`src/rtl/double_hash_key_addresser_defines.svh`:
```
// Assertion macros for the double hash key addresser.
// Used by the top level; expects clk_i and rst_ni in scope.
`ifndef DOUBLE_HASH_KEY_ADDRESSER_DEFINES_SVH
`define DOUBLE_HASH_KEY_ADDRESSER_DEFINES_SVH

// Checked only outside reset.
`define DHKA_ASSERT(lbl, prop, msg) \
  lbl: assert property (@(posedge clk_i) disable iff (!rst_ni) prop) else $error(msg);

// Checked at every edge, reset included.
`define DHKA_ASSERT_ALWAYS(lbl, prop, msg) \
  lbl: assert property (@(posedge clk_i) prop) else $error(msg);

`endif

```
`src/rtl/dhka_pkg.sv`:
```
// Shared types, constants and hash step functions of the key addresser.
// No dependencies; used by every other file of the block but the defines header.
package dhka_pkg;

  localparam int unsigned HashW     = 32;
  localparam int unsigned SizeW     = 25;
  localparam int unsigned SlotW     = 24;
  localparam int unsigned CntW      = $clog2(HashW);
  localparam int unsigned FifoDepth = 4;
  localparam int unsigned FifoPtrW  = $clog2(FifoDepth);
  localparam int unsigned FifoCntW  = $clog2(FifoDepth + 1);

  localparam logic [HashW-1:0] DjbSeed  = 32'd5381;
  localparam logic [SizeW-1:0] MaxSlots = 25'h1000000;

  typedef struct packed {
    logic [HashW-1:0] prim;
    logic [HashW-1:0] sec;
  } hash_pair_t;

  function automatic logic [HashW-1:0] djb_step(logic [HashW-1:0] h, logic [7:0] b);
    djb_step = (h << 5) + h + {{(HashW-8){1'b0}}, b};
  endfunction

  function automatic logic [HashW-1:0] oaat_step(logic [HashW-1:0] h, logic [7:0] b);
    logic [HashW-1:0] t;
    t = h + {{(HashW-8){1'b0}}, b};
    t = t + (t << 10);
    oaat_step = t ^ (t >> 6);
  endfunction

  function automatic logic [HashW-1:0] oaat_finish(logic [HashW-1:0] h);
    logic [HashW-1:0] t;
    t = h + (h << 3);
    t = t ^ (t >> 11);
    oaat_finish = t + (t << 15);
  endfunction

  function automatic logic [SizeW-1:0] effective_size(logic [SizeW-1:0] s);
    priority if (s == '0) begin
      effective_size = {{(SizeW-1){1'b0}}, 1'b1};
    end else if (s > MaxSlots) begin
      effective_size = MaxSlots;
    end else begin
      effective_size = s;
    end
  endfunction

endpackage

```
`src/rtl/dhka_if.sv`:
```
// Channel interfaces of the key addresser: key bytes, results, configuration.
// Depends on dhka_pkg for field widths.
interface dhka_key_if;
  logic       valid;
  logic       ready;
  logic [7:0] key_byte;
  logic       byte_valid;
  logic       last;
  modport source (output valid, key_byte, byte_valid, last, input ready);
  modport sink   (input valid, key_byte, byte_valid, last, output ready);
endinterface

interface dhka_res_if;
  logic                           valid;
  logic                           ready;
  logic [dhka_pkg::SlotW-1:0]     home_slot;
  logic [dhka_pkg::SlotW-1:0]     probe_step;
  logic [dhka_pkg::HashW-1:0]     primary_hash;
  logic [dhka_pkg::HashW-1:0]     secondary_hash;
  modport source (output valid, home_slot, probe_step, primary_hash, secondary_hash,
                  input ready);
  modport sink   (input valid, home_slot, probe_step, primary_hash, secondary_hash,
                  output ready);
endinterface

interface dhka_cfg_if;
  logic                       valid;
  logic                       ready;
  logic [dhka_pkg::SizeW-1:0] table_size;
  modport source (output valid, table_size, input ready);
  modport sink   (input valid, table_size, output ready);
endinterface

```
`src/rtl/dhka_front.sv`:
```
// Front end: accumulates DJB2 and one-at-a-time hashes per key byte and
// finalizes them at the end of a key. Depends on dhka_pkg and dhka_if.
module dhka_front (
  input  logic                 clk_i,
  input  logic                 rst_ni,
  dhka_key_if.sink             key_i,
  output logic                 push_valid_o,
  input  logic                 push_ready_i,
  output dhka_pkg::hash_pair_t push_data_o
);

  logic [dhka_pkg::HashW-1:0] djb_q, djb_d, oaat_q, oaat_d;
  logic [dhka_pkg::HashW-1:0] djb_upd, oaat_upd;
  logic [dhka_pkg::HashW-1:0] pend_djb_q, pend_oaat_q;
  logic                       pend_valid_q, pend_valid_d;
  logic                       accept;

  assign key_i.ready = !pend_valid_q || push_ready_i;
  assign accept      = key_i.valid && key_i.ready;

  always_comb begin
    if (key_i.byte_valid) begin
      djb_upd  = dhka_pkg::djb_step(djb_q, key_i.key_byte);
      oaat_upd = dhka_pkg::oaat_step(oaat_q, key_i.key_byte);
    end else begin
      djb_upd  = djb_q;
      oaat_upd = oaat_q;
    end
  end

  always_comb begin
    djb_d        = djb_q;
    oaat_d       = oaat_q;
    pend_valid_d = pend_valid_q && !push_ready_i;
    if (accept) begin
      if (key_i.last) begin
        djb_d        = dhka_pkg::DjbSeed;
        oaat_d       = '0;
        pend_valid_d = 1'b1;
      end else begin
        djb_d  = djb_upd;
        oaat_d = oaat_upd;
      end
    end
  end

  always_ff @(posedge clk_i or negedge rst_ni) begin
    if (!rst_ni) begin
      djb_q        <= dhka_pkg::DjbSeed;
      oaat_q       <= '0;
      pend_valid_q <= 1'b0;
    end else begin
      djb_q        <= djb_d;
      oaat_q       <= oaat_d;
      pend_valid_q <= pend_valid_d;
    end
  end

  // The finished key is held here until the queue takes it; final mixing runs on the way out.
  always_ff @(posedge clk_i) begin
    if (accept && key_i.last) begin
      pend_djb_q  <= djb_upd;
      pend_oaat_q <= oaat_upd;
    end
  end

  assign push_valid_o     = pend_valid_q;
  assign push_data_o.prim = pend_djb_q;
  assign push_data_o.sec  = dhka_pkg::oaat_finish(pend_oaat_q);

endmodule

```
`src/rtl/dhka_fifo.sv`:
```
// Short queue of finished hash pairs between front and back end.
// Depends on dhka_pkg.
module dhka_fifo (
  input  logic                 clk_i,
  input  logic                 rst_ni,
  input  logic                 push_valid_i,
  output logic                 push_ready_o,
  input  dhka_pkg::hash_pair_t push_data_i,
  output logic                 pop_valid_o,
  input  logic                 pop_ready_i,
  output dhka_pkg::hash_pair_t pop_data_o
);

  dhka_pkg::hash_pair_t           mem_q [dhka_pkg::FifoDepth];
  logic [dhka_pkg::FifoPtrW-1:0]  wr_ptr_q, rd_ptr_q;
  logic [dhka_pkg::FifoCntW-1:0]  count_q;
  logic                           push, pop;

  assign push_ready_o = count_q != dhka_pkg::FifoCntW'(dhka_pkg::FifoDepth);
  assign pop_valid_o  = count_q != '0;
  assign push         = push_valid_i && push_ready_o;
  assign pop          = pop_valid_o && pop_ready_i;
  assign pop_data_o   = mem_q[rd_ptr_q];

  always_ff @(posedge clk_i or negedge rst_ni) begin
    if (!rst_ni) begin
      wr_ptr_q <= '0;
      rd_ptr_q <= '0;
      count_q  <= '0;
    end else begin
      if (push) wr_ptr_q <= wr_ptr_q + 1'b1;
      if (pop)  rd_ptr_q <= rd_ptr_q + 1'b1;
      unique case ({push, pop})
        2'b10:   count_q <= count_q + 1'b1;
        2'b01:   count_q <= count_q - 1'b1;
        default: count_q <= count_q;
      endcase
    end
  end

  always_ff @(posedge clk_i) begin
    if (push) mem_q[wr_ptr_q] <= push_data_i;
  end

endmodule

```
`src/rtl/dhka_back.sv`:
```
// Back end: reduces both hashes modulo the table size with a shared-schedule
// restoring divider, one quotient bit per cycle. Depends on dhka_pkg, dhka_if.
module dhka_back (
  input  logic                       clk_i,
  input  logic                       rst_ni,
  input  logic                       pop_valid_i,
  output logic                       pop_ready_o,
  input  dhka_pkg::hash_pair_t       pop_data_i,
  input  logic [dhka_pkg::SizeW-1:0] size_i,
  dhka_res_if.source                 res_o
);

  typedef enum logic [2:0] {
    StIdle = 3'b001,
    StDiv  = 3'b010,
    StDone = 3'b100
  } state_e;

  localparam logic [dhka_pkg::CntW-1:0] LastBit = dhka_pkg::CntW'(dhka_pkg::HashW - 1);

  state_e                      state_q, state_d;
  logic [dhka_pkg::CntW-1:0]   cnt_q;
  dhka_pkg::hash_pair_t        hash_q, dvd_q;
  logic [dhka_pkg::SlotW-1:0]  rem_p_q, rem_s_q, rem_p_d, rem_s_d;
  logic [dhka_pkg::SizeW-1:0]  trial_p, trial_s;
  logic                        out_valid_q, out_load;

  assign pop_ready_o = state_q == StIdle;
  assign out_load    = (state_q == StDone) && (!out_valid_q || res_o.ready);

  // One restoring step per lane: shift in the next dividend bit, subtract if it fits.
  always_comb begin
    trial_p = {rem_p_q, dvd_q.prim[dhka_pkg::HashW-1]};
    trial_s = {rem_s_q, dvd_q.sec[dhka_pkg::HashW-1]};
    rem_p_d = (trial_p >= size_i) ? dhka_pkg::SlotW'(trial_p - size_i)
                                  : trial_p[dhka_pkg::SlotW-1:0];
    rem_s_d = (trial_s >= size_i) ? dhka_pkg::SlotW'(trial_s - size_i)
                                  : trial_s[dhka_pkg::SlotW-1:0];
  end

  always_comb begin
    state_d = state_q;
    unique case (state_q)
      StIdle:  if (pop_valid_i) state_d = StDiv;
      StDiv:   if (cnt_q == LastBit) state_d = StDone;
      StDone:  if (out_load) state_d = StIdle;
      default: state_d = StIdle;
    endcase
  end

  always_ff @(posedge clk_i or negedge rst_ni) begin
    if (!rst_ni) begin
      state_q     <= StIdle;
      cnt_q       <= '0;
      out_valid_q <= 1'b0;
    end else begin
      state_q <= state_d;
      if (state_q == StDiv) begin
        cnt_q <= cnt_q + 1'b1;
      end else begin
        cnt_q <= '0;
      end
      if (out_load) begin
        out_valid_q <= 1'b1;
      end else if (res_o.ready) begin
        out_valid_q <= 1'b0;
      end
    end
  end

  always_ff @(posedge clk_i) begin
    if (state_q == StIdle && pop_valid_i) begin
      hash_q  <= pop_data_i;
      dvd_q   <= pop_data_i;
      rem_p_q <= '0;
      rem_s_q <= '0;
    end else if (state_q == StDiv) begin
      dvd_q.prim <= dvd_q.prim << 1;
      dvd_q.sec  <= dvd_q.sec << 1;
      rem_p_q    <= rem_p_d;
      rem_s_q    <= rem_s_d;
    end
    if (out_load) begin
      res_o.home_slot      <= rem_p_q;
      res_o.probe_step     <= (rem_s_q == '0) ? dhka_pkg::SlotW'(1) : rem_s_q;
      res_o.primary_hash   <= hash_q.prim;
      res_o.secondary_hash <= hash_q.sec;
    end
  end

  assign res_o.valid = out_valid_q;

endmodule

```
`src/rtl/double_hash_key_addresser.sv`:
```
// Double hash key addresser top level: front end, queue, back end, size register.
// Key bytes are taken one per cycle unless a finished key waits for the queue; a key's
// result passes the pending register, queue and modulo unit (32 divide steps).
// The bit-serial modulo unit takes no new key until its last result is registered out.
// Reset (asynchronous, active low) restores the seeds, empties the queue, sets size 1.
`include "double_hash_key_addresser_defines.svh"
module double_hash_key_addresser (
  input  logic       clk_i,
  input  logic       rst_ni,
  dhka_key_if.sink   key_i,
  dhka_cfg_if.sink   cfg_i,
  dhka_res_if.source res_o
);

  logic [dhka_pkg::SizeW-1:0] size_q;
  logic                       push_valid, push_ready, pop_valid, pop_ready;
  dhka_pkg::hash_pair_t       push_data, pop_data;

  assign cfg_i.ready = 1'b1;

  always_ff @(posedge clk_i or negedge rst_ni) begin
    if (!rst_ni) begin
      size_q <= dhka_pkg::SizeW'(1);
    end else if (cfg_i.valid) begin
      size_q <= dhka_pkg::effective_size(cfg_i.table_size);
    end
  end

  dhka_front u_front (
    .clk_i        (clk_i),
    .rst_ni       (rst_ni),
    .key_i        (key_i),
    .push_valid_o (push_valid),
    .push_ready_i (push_ready),
    .push_data_o  (push_data)
  );

  dhka_fifo u_fifo (
    .clk_i        (clk_i),
    .rst_ni       (rst_ni),
    .push_valid_i (push_valid),
    .push_ready_o (push_ready),
    .push_data_i  (push_data),
    .pop_valid_o  (pop_valid),
    .pop_ready_i  (pop_ready),
    .pop_data_o   (pop_data)
  );

  dhka_back u_back (
    .clk_i       (clk_i),
    .rst_ni      (rst_ni),
    .pop_valid_i (pop_valid),
    .pop_ready_o (pop_ready),
    .pop_data_i  (pop_data),
    .size_i      (size_q),
    .res_o       (res_o)
  );

  `DHKA_ASSERT(a_step_nonzero, res_o.valid |-> (res_o.probe_step != '0), "probe step is zero")
  `DHKA_ASSERT(a_home_in_range, res_o.valid |-> ({1'b0, res_o.home_slot} < size_q), "home slot out of range")
  `DHKA_ASSERT_ALWAYS(a_size_legal, (size_q != '0) && (size_q <= dhka_pkg::MaxSlots), "table size out of range")
  `DHKA_ASSERT_ALWAYS(a_no_result_in_reset, !rst_ni |-> !res_o.valid, "result during reset")

endmodule
```
`src/flat_wrapper.sv`:
```
// flat-port wrapper written by rule: the top's interface ports become plain ports
module double_hash_key_addresser_flat 
  (clk_i, rst_ni, key_i_valid, key_i_key_byte, key_i_byte_valid, key_i_last, key_i_ready, cfg_i_valid, cfg_i_table_size, cfg_i_ready, res_o_valid, res_o_home_slot, res_o_probe_step, res_o_primary_hash, res_o_secondary_hash, res_o_ready);
  dhka_key_if key_i_i ();
  dhka_cfg_if cfg_i_i ();
  dhka_res_if res_o_i ();
  input  logic clk_i;
  input  logic rst_ni;
  input wire logic [$bits(key_i_i.valid)-1:0] key_i_valid;
  input wire logic [$bits(key_i_i.key_byte)-1:0] key_i_key_byte;
  input wire logic [$bits(key_i_i.byte_valid)-1:0] key_i_byte_valid;
  input wire logic [$bits(key_i_i.last)-1:0] key_i_last;
  output wire logic [$bits(key_i_i.ready)-1:0] key_i_ready;
  input wire logic [$bits(cfg_i_i.valid)-1:0] cfg_i_valid;
  input wire logic [$bits(cfg_i_i.table_size)-1:0] cfg_i_table_size;
  output wire logic [$bits(cfg_i_i.ready)-1:0] cfg_i_ready;
  output wire logic [$bits(res_o_i.valid)-1:0] res_o_valid;
  output wire logic [$bits(res_o_i.home_slot)-1:0] res_o_home_slot;
  output wire logic [$bits(res_o_i.probe_step)-1:0] res_o_probe_step;
  output wire logic [$bits(res_o_i.primary_hash)-1:0] res_o_primary_hash;
  output wire logic [$bits(res_o_i.secondary_hash)-1:0] res_o_secondary_hash;
  input wire logic [$bits(res_o_i.ready)-1:0] res_o_ready;
  assign key_i_i.valid = key_i_valid;
  assign key_i_i.key_byte = key_i_key_byte;
  assign key_i_i.byte_valid = key_i_byte_valid;
  assign key_i_i.last = key_i_last;
  assign key_i_ready = key_i_i.ready;
  assign cfg_i_i.valid = cfg_i_valid;
  assign cfg_i_i.table_size = cfg_i_table_size;
  assign cfg_i_ready = cfg_i_i.ready;
  assign res_o_valid = res_o_i.valid;
  assign res_o_home_slot = res_o_i.home_slot;
  assign res_o_probe_step = res_o_i.probe_step;
  assign res_o_primary_hash = res_o_i.primary_hash;
  assign res_o_secondary_hash = res_o_i.secondary_hash;
  assign res_o_i.ready = res_o_ready;
  double_hash_key_addresser u_core (.clk_i(clk_i), .rst_ni(rst_ni), .key_i(key_i_i), .cfg_i(cfg_i_i), .res_o(res_o_i));
endmodule
```
`config.mk`:
```
export PLATFORM = sky130hd
export DESIGN_NAME = double_hash_key_addresser_flat
export DESIGN_NICKNAME = d
export VERILOG_FILES = /design/src/rtl/dhka_pkg.sv /design/src/rtl/dhka_if.sv /design/src/rtl/dhka_front.sv /design/src/rtl/dhka_fifo.sv /design/src/rtl/dhka_back.sv /design/src/rtl/double_hash_key_addresser.sv /design/src/flat_wrapper.sv
export VERILOG_INCLUDE_DIRS = /design/src /design/src/rtl
export SDC_FILE = /design/constraint.sdc
export NUM_CORES = 1
export LEC_CHECK = 0
export ABC_AREA = 1
export BUFFER_PORTS_ARGS = -buffer_cell sky130_fd_sc_hd__buf_2
export CAP_MARGIN = 20
export CELL_PAD_IN_SITES_DETAIL_PLACEMENT = 1
export CELL_PAD_IN_SITES_GLOBAL_PLACEMENT = 1
export CORE_MARGIN = 2
export CORE_UTILIZATION = 30
export CTS_CLUSTER_SIZE = 20
export DETAILED_ROUTE_END_ITERATION = 10
export GPL_TIMING_DRIVEN = 0
export PLACE_DENSITY_LB_ADDON = 0.1
export SLEW_MARGIN = 10
export SYNTH_ARGS = -nofsm -noshare
export SYNTH_HDL_FRONTEND = slang
export SYNTH_SLANG_ARGS = --single-unit
```
`constraint.sdc`:
```
create_clock -name clk_i -period 12 [get_ports clk_i]
set_input_delay 1.2 -clock clk_i [delete_from_list [all_inputs] [get_ports clk_i]]
set_output_delay 1.2 -clock clk_i [all_outputs]
set_load 0.1 [all_outputs]
```
# Word level (Yosys, flattened, before mapping)
# Memories as Yosys holds them, arrays and structs flattened.
# Cells that the tools add are included.
totals:
  register_bits: 458
  ramBits: 256
  input_bits: 40
  wordCells: 91
  mem_count: 1
memory_table:
  columns: ["memory", "depth", "word_bits", "rd", "rd_ports_with_merged_regs", "wr", "line_no", "source"]
  rows:
  - ["u_core.u_fifo.mem_q", 4, 64, 1, 0, 1, "dhka_fifo.sv:14", "dhka_pkg::hash_pair_t mem_q [dhka_pkg::FifoDepth];"]
op_classes:
  add_sub_neg: 13
  magnitude_cmp: 3
  eq_ne: 10
  muxes: 22
  bitwise_logic: 2
  n_reduce_logical: 18
op_table:
  columns: ["operator", "n"]
  rows:
  - ["$add A32 B32 Y32", 4]
  - ["$mux W32", 4]
  - ["$mux W64", 2]
  - ["$add A32 B8 Y32", 2]
  - ["$ge A25 B25 Y1", 2]
  - ["$mux W25", 2]
  - ["$mux W24", 2]
  - ["$sub A24 B24 Y24", 2]
  - ["$xor A32 B21 Y32", 1]
  - ["$xor A32 B26 Y32", 1]
  - ["$gt A25 B25 Y1 const B", 1]
  - ["$logic_not A25 Y1", 1]
  - ["$logic_not A24 Y1", 1]
  - ["$mux W3", 3]
  - ["$pmux W3 S3", 1]
  - ["$logic_and A1 B1 Y1", 6]
  - ["$mux W1", 6]
  - ["$ne A2 B2 Y1 const B", 3]
  - ["$pmux W3 S2", 1]
  - ["$reduce_bool A2 Y1", 3]
  - ["$add A5 B1 Y5 const B", 1]
  - ["$eq A5 B5 Y1 const B", 1]
  - ["$mux W5", 1]
  - ["$add A2 B1 Y2 const B", 2]
  - ["other kinds (12)", 15]

# Logic depth before layout (Yosys ltp)
# Gate-level depths: netlist of the first run.
depth:
  depth_word: 5
  ltp_mapped: 30
  mapped_depth_nobuf: 30

# Hierarchy
# Synthesis of the first run repeated with hierarchy kept, for this count alone.
hier_totals:
  cells_unflattened: 4107
  hier_area_um2: 38313.0
modules_own_cells:
  columns: ["module", "instances", "cells_per_inst", "area_each_um2", "seq_area_each_um2"]
  rows:
  - ["dhka_back", 1, 1640, 14664.1, 8394.3]
  - ["dhka_front", 1, 1515, 11828.8, 3554.7]
  - ["dhka_fifo", 1, 806, 10650.2, 7862.5]
  - ["double_hash_key_addresser", 1, 146, 1169.9, 626.9]

# Least setup slack after synthesis of the first run
# OpenSTA, ideal clock, no wires.
synth_timing:
  kind: "input -> register"
  startpoint: "input res_o_ready"
  endpoint: "register u_core.u_back.res_o.home_slot[0], enable pin"
  setup_ps: 584
  t_arrival_ps: 5923
  path_slack_ps: 5494
  cell_stages: 2
  path_cell_list: "nor2_1 > nor2_1"
synth_via:
  elab_chain_len: 2
synth_lines:
  columns: ["item", "line_no", "source"]
  rows:
  - ["start, declared", "flat_wrapper.sv:22", "input wire logic [$bits(res_o_i.ready)-1:0] res_o_ready;"]
  - ["$logic_or A1 B1 Y1", "dhka_back.sv:29", "assign out_load = (state_q == StDone) && (!out_valid_q || res_o.ready);"]
  - ["$logic_and A1 B1 Y1", "dhka_back.sv:29", null]
  - ["net u_core.u_back.out_load", "dhka_back.sv:26", "logic out_valid_q, out_load;"]
  - ["end signal, assigned", "dhka_back.sv:84", "res_o.home_slot <= rem_p_q;"]
  - ["end, declared", "dhka_if.sv:20", "modport source (output valid, home_slot, probe_step, primary_hash, secondary_hash,"]
# The timed path passes the listed nets, and every way through them passes these cells.
# A chain may end at the register's enable or synchronous reset.

==> results of run 1 <==
[metal layers]
layer | up-vias | global-route usage, % | part of all wire, % | wire length (microns)
li1 | 12500 | - | - | -
met1 | 12400 | 25.6 | 50 | 54000
met2 | 306 | 28.4 | 45 | 48700
met3 | 111 | 2.04 | 2.7 | 2910
met4 | 2 | 4.46 | 1.9 | 2030
met5 | - | 0 | 0.012 | 13
[worst max-delay path by stage]
stage                                                       to  cells past startpoint                           from
after global placement    u_core.u_back.res_o.primary_hash[16]                      3                    res_o_ready
after global routing                u_core.u_fifo.mem_q[0][30]                     26  u_core.u_front.pend_oaat_q[0]
after detailed placement            u_core.u_fifo.mem_q[1][30]                     26  u_core.u_front.pend_oaat_q[0]
after floorplan               u_core.u_back.res_o.home_slot[0]                      2                    res_o_ready
final                               u_core.u_fifo.mem_q[0][30]                     26  u_core.u_front.pend_oaat_q[0]
after CTS                           u_core.u_fifo.mem_q[0][30]                     26  u_core.u_front.pend_oaat_q[0]
[flip-flops by register name, summed over array words and instances, names as in the netlist, 25 cells and up]
signal and cells:
u_core.size_q 25, u_core.u_back.res_o.secondary_hash 32, u_core.u_back.res_o.primary_hash 32, u_core.u_back.dvd_q 64, u_core.u_fifo.mem_q 256, u_core.u_back.hash_q 64
u_core.u_front.pend_oaat_q 32, u_core.u_front.djb_q 32, u_core.u_front.pend_djb_q 32, u_core.u_front.oaat_q 32
[layout by cell type (no fill, tap or decap), drive strengths merged, types with 9 or more instances in the layout]
cell,count
xnor2,74
nor3,28
xor2,110
o21ai,323
ha,187
o21bai,13
a21boi,12
o211ai,10
a21o,12
edfxtp,560
buf,196
dfxtp,48
clkinv,35
a21oi,211
nand3,116
nand4,25
nand2,726
nor2,268
nor4,14
inv,284
bufinv,11
dfrtp,99
nand3b,9
o22ai,84
o21a,10
fa,11
clkbuf,213
a22o,18
a31oi,16
[metrics by stage]
| step | hold WS (ns) | utilization (%) | cells |
|---|---|---|---|
| 2_1_floorplan | 0.400 | - | 3443 |
| 6_report | 0.411 | 35.2 | 5300 |
| 3_5_place_dp | 0.406 | 32.8 | 5151 |
| 5_1_grt | 0.425 | 35.2 | 5300 |
| 3_3_place_gp | 0.402 | 32.4 | 5131 |
| 4_1_cts | 0.411 | 35.2 | 5299 |
[cell type report]
cell class,instances,share of cell area [%]
repair buffers,173,2.93
inverters,287,2.60
clock inverters,46,1.49
plain buffers,134,1.30
clock buffers,102,5.26
multi-input cells,2308,32.5
well taps,1536,4.64
flip-flops and latches,714,49.3
[cell families after synthesis]
kind of cell,count (synthesis)
AO/OA/AOI/OAI,727
buffers and inverters,421
flip-flops,714
other,1
XOR/XNOR,184
AND/OR/NAND/NOR,1198
adder cells (fa/ha/maj),198
[critical path, stage by stage, from the launching register on]
cell,delay [ns]
edfxtp_1,0.40
ha_1,0.19
inv_1,0.06
fa_1,0.41
o21ai_2,0.26
a21oi_1,0.10
o21bai_1,0.34
nand3_1,0.15
nand3_1,0.16
nand3_1,0.09
nand2_1,0.10
xor2_1,0.47
xor2_1,0.34
inv_1,0.13
ha_1,0.30
nand2_1,0.05
nand2_1,0.08
a21oi_1,0.09
o21ai_0,0.26
a21boi_0,0.22
o21ai_0,0.32
a21boi_0,0.24
o21ai_0,0.32
a21oi_1,0.11
nor2_1,0.10
nor2_1,0.06
xnor2_1,0.43
==> flow_summary.ini, run 1 <==
[clocking]
hold_buffers = 0
root_buffer = clkbuf_16
cts_num_sinks = 714
cts_max_level = 3
post_cts_resized = 0
cts_setup_buffers = 0
clock_path_buffers = 3
clkSlewWorstSetupHoldPaths_ns = 0.06
cts_tree = done
cts_buffers = 81
clkLatencyLatePin_ns = 0.66

[logic_synthesis]
synth_nets = 3681
ys_seq_area_share_pct = 57.7
synth_xor_area_share_pct = 4.63
synth_warnings = 0
yosys.area_share.adder_pct = 7.22
synth-edff-count = 560
yosys.area_share.simple_pct = 14.4
syn_area_per_cell_sq_um = 10.3
synth_common_cells = nand2_1, edfxtp_1, o21ai_0, inv_1, nor2_1
synth-seq-cells = 714
yosysTopAreaCellShare_pct = 47.4
synth_area_leader_cell = edfxtp_1
synth_top_family_by_area = simple AND/OR/NAND/NOR gates
netlist_area_sq_um = 35400
synth_cells = 3443
synthFlopType = edfxtp_1
muxShareOfSynthArea_pct = 0
yosysUniqueCellTypes = 61
synth-compound-area-share_pct = 11.5
yosysMostFrequentCell = nand2_1
synthTopCellsByArea = edfxtp_1, nand2_1, dfrtp_1
synth-async-reset-ratio_pct = 14.8

[setup_path]
required_ns = 12.38
r2r_cells = 26
crit_fanout = 4
end_kind = register
crit_arrival_ns = 6.43
path_class = register to register
r2r_slack_ns = 5.95
reg2reg_from = u_core.u_front.pend_oaat_q[0]
rr_endpoint = u_core.u_fifo.mem_q[0][30]
crit_path_start_kind = register

[floorplan]
start_util_pct = 30.1
die_w_microns = 348
io_pins = 155
coreArea_sq_um = 118000
fp.dieH_microns = 348
die-area_sq_um = 121000
placementRows = 126

[timing]
grt_setup_unrepaired = no
maxSlewViolCount = 0
slew-limit-headroom_pct = 38.4
fin_setup_tns_ns = 0
tightest_slew_ns = 0.924
fmax_mhz = 165
skew_ns = 0.0339
setup_violations = 0
min_period_over_period_pct = 50.4
hold_viol = 0
fin_ws_ns = 5.95
min_period_ns = 6.05

[min_path]
hp-class = register to register
min_from = u_core.u_back.hash_q[49]
holdPathEnd = u_core.u_back.res_o.primary_hash[17]
worstHoldPathCells = 0

[drt]
routed_wl_microns = 108000
via_count = 25300
wl_per_cell_microns = 20.3
postRouteAntennaNets = 0
drtIter0Drc = 1407
vias_per_cell = 4.77
first_pass_iters = 5
drt_drc_violations_left = 0

[finish]
multi_input_area_sq_um = 13400
syn2layout_area_growth_pct = 16.9
regArea_sq_um = 20400
postLayoutCellArea_sq_um = 41400
drive_above_1_share_pct = 11.0
fillCellCount = 13200
antenna_cells = 0
nNetsFinal = 3937

[global_routing]
grt_antenna_before_repair = 5
grt_usage_pct = 17.8
grt_pass1_vias = 26100
grt_max_degree = 69
grt_pass1_wl_microns = 164000
grt-ovfl-total = 0

[placement]
dp_hpwl_microns = 82600
placement.io_buffers = 152
gp_congestion = 0.832
place_area_sq_um = 38600
dpl_worst_slack_ns = 5.89

[flow_run]
maxCapViolCount = 0

[status]
status = finished, final reports clean
Power of run 1 is not shown: default switching activity piles up to over one toggle a cycle in this logic, so the estimate is an artifact.
==> run 2, diff against run 1 <==
- ABC_AREA: 1 -> 0
- clock period: 12 -> 5 ns (I/O delays scaled with it)
==> run 2 against run 1 <==
Net effect: the flow now finishes with violations (negative setup slack); synthesized cell count decreased by 23%; flip-flop and latch count unchanged; synthesized area down 1.4%; core utilization is 1.8 points higher; sequential share of layout area shrank 1.6 points; non-clock buffer count is 79 higher; clock skew down 0.0078 ns; via count fell by 9.9%; wire length is 6.1% lower; critical path type unchanged.
==> flow_summary.ini, run 2 <==
[finish]
syn2layout_area_growth_pct = 22.7
nNetsFinal = 3239
biggestRegsByFlops = u_core.u_fifo.mem_q (256), u_core.u_back.dvd_q (64), u_core.u_back.hash_q (64)
regMostFlops = u_core.u_fifo.mem_q
mostFrequentLayoutCell = edfxtp_1
largest_reg_flops = 256
final_cell_mix = edfxtp_1, nand2_1, ha_1, buf_2, o21ai_0
drive_above_1_share_pct = 25.3

[logic_synthesis]
synth_cells = 2639
synthTopCellsByArea = edfxtp_1, dfrtp_1, ha_1
syn_area_per_cell_sq_um = 13.2
synth-seq-cells = 714
netlist_area_sq_um = 34900
yosys.area_share.simple_pct = 7.80
synth-edff-count = 560
synthFlopType = edfxtp_1
synth_warnings = 0
muxShareOfSynthArea_pct = 7.72
synth_common_cells = edfxtp_1, ha_1, nand2_1, o21ai_0, xnor2_1
synth-async-reset-ratio_pct = 14.8
synth-compound-area-share_pct = 11.2
ys_seq_area_share_pct = 58.5
synth_xor_area_share_pct = 5.14
yosys.area_share.adder_pct = 7.44
yosysTopAreaCellShare_pct = 48.1
synth_top_family_by_area = compound AO/OA/AOI/OAI gates
yosysMostFrequentCell = edfxtp_1
yosysUniqueCellTypes = 97
synth_area_leader_cell = edfxtp_1
synth_nets = 2877

[clocking]
cts_max_level = 3
clkLatencyLatePin_ns = 0.66
clkSlewWorstSetupHoldPaths_ns = 0.06
clock_path_buffers = 3
cts_buffers = 82
cts_num_sinks = 714
root_buffer = clkbuf_16
cts_tree = done

[timing]
maxSlewViolCount = 0
hold_viol = 0
fin_ws_ns = -0.242
tightest_slew_ns = 1.07
setup_violations = 32
skew_ns = 0.0261
fmax_mhz = 191
min_period_ns = 5.24
slew-limit-headroom_pct = 28.5
grt_setup_unrepaired = yes
min_period_over_period_pct = 105
fin_setup_tns_ns = -4.35

[placement]
gp_congestion = 0.864
placement.io_buffers = 151
dp_hpwl_microns = 74500

[global_routing]
grt_antenna_before_repair = 10
grt_pass1_wl_microns = 154000
grt_pass1_vias = 24600
grt-ovfl-total = 0
grt_max_degree = 74
grt_usage_pct = 16.8

[setup_path]
path_common_cell = a21oi_2
crit_path_start_kind = register
cp-startpoint = u_core.u_front.pend_oaat_q[0]
crit_arrival_ns = 5.64
path_delay_family = compound AO/OA/AOI/OAI gates
required_ns = 5.40
path_class = register to register
critical_path_buf_inv_count = 5
reg2reg_from = u_core.u_front.pend_oaat_q[0]
cp_slowest_cell = edfxtp_1
cpPeakStageDelay_ns = 0.39
end_kind = register
crit_fanout = 4

[status]
violations = negative setup slack
status = finished, violations left

[drt]
vias_per_cell = 4.96
first_pass_iters = 5
wl_per_cell_microns = 22.0
drt_drc_violations_left = 0
routed_wl_microns = 101000
via_count = 22800
drtIter0Drc = 1123
postRouteAntennaNets = 0

[floorplan]
die_w_microns = 345
io_pins = 155
start_util_pct = 30.2
placementRows = 125
coreArea_sq_um = 116000
die-area_sq_um = 119000
fp.dieH_microns = 345

[min_path]
hp-class = input pin to register
min_from = cfg_i_table_size[24]

[flow_run]
maxCapViolCount = 0
run 2: cell types whose count changed after synthesis, sizes merged, moves of 54 or more:
| cell | change |
|---|---|
| nand2 | -544 |
| inv | -191 |
| o21ai | -165 |
| nor2 | -143 |
| mux2 | +91 |
| o22ai | -81 |
| a21oi | -79 |
| mux4 | +64 |
| xnor2 | +61 |
| a21o | +54 |
| nand3 | -54 |
run 2: final cells by class:
| type | instances | area (sq um) |
|---|---|---|
| Multi-Input combinational cell | 1724 | 15000 |
| Inverter | 93 | 352 |
| Buffer | 107 | 424 |
| Sequential cell | 714 | 20400 |
| Fill cell | 12100 | 73000 |
| Clock inverter | 41 | 417 |
| Clock buffer | 112 | 2230 |
| Antenna cell | 1 | 2.50 |
| Tap cell | 1524 | 1910 |
| Timing Repair Buffer | 279 | 2050 |
run 2: path summary, 6_finish.rpt:
check / endpoint / depth (start not counted) / slack, ns
max: u_core.u_fifo.mem_q[1][30] / 28 / -0.24
min: u_core.size_q[24] / 3 / 0.09
max reg2reg: u_core.u_fifo.mem_q[1][30] / 28 / -0.24
min reg2reg: u_core.u_back.res_o.primary_hash[20] / 0 / 0.42
max in group asynchronous: u_core.u_front.djb_q[10] / 3 / 3.76
min in group asynchronous: u_core.u_front.oaat_q[31] / 2 / 0.37
run 2: per-stage QoR:
step                      utilization (%)  cell area, sq um  worst slack, ns  hold WS [ns]  cells
after floorplan                         -             35000          0.00415         0.204   2639
after global placement               32.5             37600            -2.13         0.407   4314
after detailed placement             32.8             38000            -1.34         0.406   4327
after CTS                            36.3             42100           -0.176        0.0362   4561
after global routing                 37.0             42900           -0.520        0.0759   4594
final                                37.0             42900           -0.242        0.0854   4595
run 2: repair_timing:
action / in CTS / in global routing
endpoints found under the hold margin: 32 / 0
pin swaps: 86 / 88
setup buffers: 82 / 36
resized for setup: 160 / 100
endpoints found under the setup margin: 89 / 79
hold buffers: 1 / 0
run 2: logic make-up (layout without fill, tap and decap cells):
group / Yosys count / after routing
flops: 714 / 714
compound gates: 579 / 579
other cells: 1 / 2
buf+inv: 201 / 632
simple gates: 564 / 564
fa+ha+maj: 202 / 202
xor+xnor: 200 / 200
mux: 178 / 178
run 2: per-layer routing:
layer / share of wire (%) / GRT usage, %
met5: 0.014 / 0
met4: 2.1 / 4.28
met3: 3.2 / 2.47
met2: 48 / 28.1
met1: 47 / 22.8
run 2: worst min-delay path, stage by stage:
cell,delay (ns)
buf_2,0.09
nand2_1,0.04
o21ai_0,0.06
Power of run 2 is left out for the same reason.
